===== src/sv/bga_pkg.sv =====
`default_nettype none
// ----------------------------------------------------------------------------
// bga_pkg
// Shared types and constants of the bf16 gradient accumulator bank.
// ----------------------------------------------------------------------------
package bga_pkg;

  localparam int COMPONENTS = 9;
  localparam int SUM_W      = 64;

  localparam logic [2:0] ACT_CLEAR = 3'd0;
  localparam logic [2:0] ACT_ADD   = 3'd1;
  localparam logic [2:0] ACT_MAC   = 3'd2;
  localparam logic [2:0] ACT_LOSS  = 3'd3;
  localparam logic [2:0] ACT_READ  = 3'd4;

  localparam logic [3:0] COMP_LAST_VALUE = 4'd5;
  localparam logic [3:0] COMP_LOSS       = 4'd9;

  localparam logic [4:0] FB_VALUE   = 5'd16;
  localparam logic [4:0] FB_WEIGHT  = 5'd15;
  localparam logic [4:0] FB_FACTOR  = 5'd14;
  localparam logic [4:0] FB_PRODUCT = 5'd29;
  localparam logic [4:0] FB_LOSS    = 5'd28;

  localparam logic [7:0]  EXP_FLUSH  = 8'hE3;
  localparam logic [30:0] SAT_MAG    = 31'h4000_0000;
  localparam logic [30:0] F32_INF    = 31'h7F80_0000;
  localparam logic [4:0]  ACTIVE_RST = 5'd16;

  typedef logic [COMPONENTS-1:0][SUM_W-1:0] row_t;

  typedef enum logic [2:0] {
    OP_CLEAR,
    OP_ACC,
    OP_LOSS,
    OP_READ_SUM,
    OP_READ_LOSS,
    OP_READ_ZERO
  } op_t;

  typedef struct packed {
    op_t                op;
    logic [3:0]         slot;
    logic [3:0]         comp;
    logic [4:0]         fbits;
    logic signed [31:0] a;
    logic signed [31:0] b;
  } entry_t;

endpackage
`default_nettype wire


===== src/sv/bga_queue.sv =====
`default_nettype none
// ----------------------------------------------------------------------------
// bga_queue
// Two-entry queue of classified operations between front and back.
// ----------------------------------------------------------------------------
module bga_queue (
  input  wire logic            clk,
  input  wire logic            rst,
  input  wire logic            push_valid,
  input  wire bga_pkg::entry_t push_data,
  output      logic            push_ready,
  output      logic            pop_valid,
  output      bga_pkg::entry_t pop_data,
  input  wire logic            pop
);

  import bga_pkg::*;

  entry_t     store [2];
  logic       wr_ptr;
  logic       rd_ptr;
  logic [1:0] count;
  logic       do_push;
  logic       do_pop;

  assign push_ready = (count != 2'd2);
  assign pop_valid  = (count != 2'd0);
  assign pop_data   = store[rd_ptr];
  assign do_push    = push_valid && push_ready;
  assign do_pop     = pop && pop_valid;

  always_ff @(posedge clk) begin
    if (rst) begin
      wr_ptr <= 1'b0;
      rd_ptr <= 1'b0;
      count  <= 2'd0;
    end else begin
      if (do_push) begin
        store[wr_ptr] <= push_data;
        wr_ptr        <= ~wr_ptr;
      end
      if (do_pop) begin
        rd_ptr <= ~rd_ptr;
      end
      case ({do_push, do_pop})
        2'b10:   count <= count + 2'd1;
        2'b01:   count <= count - 2'd1;
        default: count <= count;
      endcase
    end
  end

endmodule
`default_nettype wire


===== config.mk =====
export PLATFORM = sky130hd
export DESIGN_NAME = bga_queue
export DESIGN_NICKNAME = d
export VERILOG_FILES = /design/src/sv/bga_pkg.sv /design/src/sv/bga_queue.sv
export SDC_FILE = /design/constraint.sdc
export NUM_CORES = 1
export LEC_CHECK = 0
export CAP_MARGIN = 20
export CORE_MARGIN = 2
export CORE_UTILIZATION = 39
export DETAILED_ROUTE_END_ITERATION = 7
export DONT_BUFFER_PORTS = 1
export SLEW_MARGIN = 15
export SYNTH_ARGS = -nofsm -noshare
export SYNTH_HDL_FRONTEND = slang
export SYNTH_SLANG_ARGS = --single-unit

===== constraint.sdc =====
create_clock -name clk -period 7.45 [get_ports clk]
set_clock_uncertainty 0.2 [all_clocks]
set_input_delay 0.745 -clock clk [delete_from_list [all_inputs] [get_ports clk]]
set_output_delay 0.745 -clock clk [all_outputs]
set_load 0.05 [all_outputs]

==> results of run 1 <==
per-layer routing:
| layer | GRT usage | vias to the layer above |
|---|---|---|
| li1 | - | 1117 |
| met3 | 0.0693 | 8 |
| met1 | 0.136 | 1222 |
| met4 | 0.0485 | 0 |
| met5 | 0 | - |
| met2 | 0.198 | 105 |
cell type report:
type                       instances  share of cell area
tap                              188              0.0341
clock inverter                    11              0.0251
sequential                       165               0.712
clock buffer                      21              0.0697
multi-input combinational         99               0.151
inverter                           2             0.00109
timing repair buffer               5             0.00726
final timing paths:
| check | from | endpoint | cells after the start |
|---|---|---|---|
| hold reg to reg | count[1]$_SDFFE_PP0P_ | count[1]$_SDFFE_PP0P_ | 2 |
| setup reg to reg | count[0]$_SDFFE_PP0P_ | store[1][9]$_DFFE_PP_ | 5 |
| setup / recovery | flip-flop | pop_data[79] | 2 |
| hold / removal | rst | flip-flop | 1 |
cells in the mapped netlist:
library cell,n,area [µm²]
nor3b_1,1,7.51
or3_1,2,12.5
xor2_1,1,8.76
nor2_1,3,11.3
o21ai_0,2,10.0
nor3_1,1,5.00
mux2_2,71,800
a21oi_1,2,10.0
buf_2,9,45.0
xnor2_1,2,17.5
nor2b_1,1,6.26
or2_2,1,6.26
inv_1,2,7.51
mux2_1,9,101
ha_1,1,12.5
o21a_2,1,8.76
nand2_1,1,3.75
edfxtp_1,160,4800
dfxtp_1,5,100
state kept, by name, indices dropped and copies added, names as in the netlist, named ones only:
| name | count |
|---|---|
| store | 160 |
| rd_ptr | 1 |
| count | 2 |
| wr_ptr | 1 |
cells by family after synthesis:
family / after synthesis / share of synthesized area
DFF: 165 / 0.820
muxes: 80 / 0.151
buffers and inverters: 11 / 0.00879
and+or+nand+nor: 10 / 0.00879
AOI/OAI and AO/OA: 5 / 0.00481
xor gates and xnor gates: 3 / 0.00440
adders and majority gates: 1 / 0.00209
through the flow:
stage / cell area, µm² / worst slack, ns / std cells
global route: 6890 / 4.36 / 491
detailed placement: 6220 / 4.78 / 458
floorplan: 5980 / 0.224 / 275
global placement: 6220 / 4.81 / 458
finish: 6890 / 4.51 / 491
CTS: 6870 / 4.32 / 490
power by group through the flow:
stage                     Sequential [mW]  Clock, mW  Combinational [mW]
after floorplan                      1.15          0               0.752
after global placement               1.21          0               0.749
after detailed placement             1.22          0               0.749
after CTS                            1.20      0.960               0.751
after global routing                 1.18      0.991               0.813
final                                1.16      0.934               0.781
worst max-delay path, cell delays in order (launching register included):
cell	delay, ns
dfxtp_4	0.69
buf_12	0.30
mux2_1	0.56
==> results.toml, run 1 <==
[status]
status = "finished clean"

[drt]
met2_length_mm = 4.87
ant_nets = 0
vias_per_cell = 4.99
routed_wl_mm = 9.84
wl_met1_mm = 3.90
route.met3.wl_um = 967
drc_errors = 0
top_layer = "met4"
vias = 2452
drt_iter0_drc = 165
drt-pass1-iter-count = 4
wl_per_cell_um = 20.0

[cts]
clkSinkCount = 165
cts-buffers-inserted = 17
path_clk_slew_ns = 0.06
ctsResizeCount = 0
clock_tree.root_cell = "clkbuf_16"
holdBufCountCts = 0
h-tree-depth = 4
clk_path_buf_depth = 2
tritoncts = "done"
cts_setup_buffers = 0
clock_latency_ns = 0.41

[power]
power.internal_mw = 1.88
p_switching_mw = 0.996
power_mw = 2.88
p_clk_frac = 0.324
combPwrFrac = 0.271
p_leak_nw = 2.21
p_seq_frac = 0.404
peakVddDrop_mv = 0.175
cellPowerDensity_nw_per_um2 = 418
switching_share = 0.346

[placed_design]
dp_hpwl_mm = 6.17
numPortBuffers = 0
gp_congestion = 0.673

[global_routing]
grt.overflow.total = 0
grtUsageTotal = 0.123
grt_pass1_wl_mm = 14.6
grt_pass1_vias = 2708
antenna_found_initial = 0
grt_max_degree = 81

[floorplanning]
die_y_um = 128
start_util = 0.396
die_w_um = 128
core_area_um2 = 15100
die-area_um2 = 16300
num_rows = 45
boundaryPins = 166

[yosys]
yosysSeqAreaShare = 0.820
yosys_warnings = 0
syn_area_um2 = 5980
synth_cell_types = 19
synth-seq-cells = 165
syn_nets = 360
postSynthAreaPerCell_um2 = 21.7
post_synth_inst_count = 275

[timing]
report.final.slew_viol_count = 0
fin_tns_setup_ns = 0
max_slew_margin = 0.566
min_period_ns = 2.94
worst_pin_slew_ns = 0.651
hold_viol = 0
setup_viol = 0
worst_hold_slack_ns = 0.191
finalCritPeriodShare = 0.394
fmax_mhz = 340
rsz0062_at_grt = "no"

[final_layout]
drive_gt1_frac = 0.373
final_common_cell = "edfxtp_1"
antenna_cells = 0
synthToLayoutAreaGrowth_pct = 15.3
num-fill-cells = 1279
fin_nets = 375
ff_latch_area_um2 = 4910
layout_common_cells = "edfxtp_1, mux2_2, clkbuf_16"
postLayoutCoreUtil = 0.457
multi_input_area_um2 = 1040

[setup_path]
start_kind = "flip-flop"
crit_arrival_ns = 1.99
cp.required_ns = 6.50
cp_max_fo = 41
critPathKind = "flip-flop to output pin"
r2r_setup_slack_ns = 4.95
end_kind = "output pin"

[flow_run]
cap_violations = 0

[hold_path]
hold_path_class = "input port to flip-flop"
Note: power is estimated with default switching activity, not from simulation.
==> run 2: changes to the inputs <==
==> constraint.sdc (replaced) <==
create_clock -name clk -period 2.44 [get_ports clk]
set_clock_uncertainty 0.2 [all_clocks]
set_input_delay 0.244 -clock clk [delete_from_list [all_inputs] [get_ports clk]]
set_output_delay 0.244 -clock clk [all_outputs]
set_load 0.05 [all_outputs]
==> run 2 against run 1 <==
  * Power increased to 3.0 times the previous value
  * First-iteration DRC count shrank 4.8%
  * Global-route usage is 0.71 points higher
  * Critical path depth stayed put
  * Sequential power rose to 3.0 times the previous value
  * Clock power increased to 2.5 times the previous value
  * Flip-flop and latch count is the same
  * Core utilization grew 5.1 points
  * Final cell count is 17% higher
  * Largest cell class unchanged
==> results.toml, run 2 (same netlist as run 1, synthesis figures left out) <==
[final_layout]
top_register = "store"
ff_latch_area_um2 = 4910
drive_gt1_frac = 0.290
multi_input_area_um2 = 1060
largest_register_ffs = 160
num-fill-cells = 1250
fin_cells = 574
top_regs = "store (160), count (2)"
layout_common_cells = "edfxtp_1, dlygate4sd3_1, mux2_2"
final_common_cell = "edfxtp_1"
synthToLayoutAreaGrowth_pct = 28.0
fin_nets = 459
design_area_um2 = 7650
antenna_cells = 0

[cts]
holdBufCountCts = 83
clock_tree.root_cell = "clkbuf_16"
ctsResizeCount = 0
clk_path_buf_depth = 2
cts_setup_buffers = 0
clkSinkCount = 165
cts-buffers-inserted = 17
h-tree-depth = 4
clock_latency_ns = 0.42
tritoncts = "done"
path_clk_slew_ns = 0.06

[placed_design]
placedCellCount = 460
placed_area_um2 = 6300
numPortBuffers = 0
dp_hpwl_mm = 6.12
gp_congestion = 0.690

[drt]
routed_wl_mm = 10.3
drt_iter0_drc = 157
wl_per_cell_um = 18.0
drt-pass1-iter-count = 4
vias = 2805
drc_errors = 0
vias_per_cell = 4.89
ant_nets = 0

[floorplanning]
die_w_um = 128
die-area_um2 = 16300
core_area_um2 = 15100
die_y_um = 128
boundaryPins = 166
num_rows = 45
start_util = 0.396

[global_routing]
grt_pass1_wl_mm = 15.6
grtUsageTotal = 0.130
gr-usage-met3 = 0.0505
use_met1 = 0.139
busiest_layer = "met2"
grt_pass1_vias = 2980
grt.overflow.total = 0
grtUsageMet2 = 0.222
grt_max_degree = 61
antenna_found_initial = 0

[power]
p_clk_frac = 0.278
switching_share = 0.361
cellPowerDensity_nw_per_um2 = 1110
p_switching_mw = 3.06
power.internal_mw = 5.43
combPwrFrac = 0.314
peakVddDrop_mv = 0.550
p_leak_nw = 2.50
p_seq_frac = 0.408

[hold_path]
hold_path_class = "input port to flip-flop"

[timing]
min_period_ns = 2.25
finalCritPeriodShare = 0.922
fin_tns_setup_ns = 0
max_slew_margin = 0.669
hold_viol = 0
worst_pin_slew_ns = 0.496
rsz0062_at_grt = "no"
fmax_mhz = 445
setup_viol = 0
report.final.slew_viol_count = 0

[setup_path]
cpPeakStageDelay_ns = 0.59
cp_max_fo = 36
start_kind = "flip-flop"
end_kind = "output pin"
cp.required_ns = 2.00
crit_chain = "buf_4 > mux2_1"
slowest_stage = "mux2_1"
critPathKind = "flip-flop to output pin"
crit_arrival_ns = 1.81

[status]
status = "finished clean"

[flow_run]
cap_violations = 0
run 2: cell types whose count changed in the layout (fill, tap and decap cells not counted), moves of 2 or more:
| cell | before | now |
|---|---|---|
| clkinv_1 | 0 | 2 |
| clkbuf_8 | 4 | 0 |
| dfxtp_1 | 4 | 2 |
| buf_12 | 1 | 3 |
| clkinv_4 | 4 | 0 |
| dfxtp_2 | 0 | 2 |
| bufinv_16 | 4 | 1 |
| inv_6 | 0 | 2 |
| clkinvlp_4 | 1 | 3 |
| dlygate4sd3_1 | 0 | 83 |
| clkbuf_1 | 0 | 4 |
run 2: path summary, 6_finish.rpt:
kind | start | end | slack [ns] | depth (start not counted)
worst max-delay path | flip-flop | pop_data[71] | 0.19 | 2
worst min-delay path | rst | store[0][53]$_DFFE_PP_ | 0.04 | 2
worst max register to register | count[1]$_SDFFE_PP0P_ | store[1][40]$_DFFE_PP_ | 0.59 | 5
worst min register to register | count[1]$_SDFFE_PP0P_ | count[1]$_SDFFE_PP0P_ | 0.30 | 2
run 2: critical path, delay by kind of cell (launching register included):
kind / cells / cell delay, ns
buffers and inverters: 1 / 0.43
flip-flops: 1 / 0.36
multiplexers: 1 / 0.59
run 2: final cells by class:
class | instances | area share
Sequential cell | 165 | 0.642
Multi-Input combinational cell | 99 | 0.138
Timing Repair Buffer | 89 | 0.119
Clock buffer | 21 | 0.0575
Tap cell | 188 | 0.0307
Clock inverter | 10 | 0.0110
Inverter | 2 | 0.00163
run 2: per-stage QoR:
step / hold slack, ns / util / worst slack [ns] / power, mW
5_1_grt: 0.0645 / 0.507 / 0.111 / 8.81
2_1_floorplan: 0.106 / - / -0.916 / 5.83
3_3_place_gp: 0.110 / 0.417 / 0.618 / 6.07
6_report: 0.0447 / 0.507 / 0.191 / 8.49
4_1_cts: 0.0537 / 0.507 / 0.151 / 8.63
3_5_place_dp: 0.110 / 0.417 / 0.577 / 6.10
run 2: layer usage:
metal / up-vias / wire [µm]
met5: - / 0
met4: 0 / 213
met3: 14 / 734
met2: 115 / 5340
met1: 1393 / 4030
li1: 1283 / -
run 2: power by group through the flow:
stage	Sequential, mW	Combinational, mW	Clock [mW]
final	3.47	2.67	2.36
after global routing	3.49	2.77	2.55
after CTS	3.47	2.70	2.46
after detailed placement	3.53	2.57	0
after global placement	3.51	2.56	0
after floorplan	3.51	2.32	0
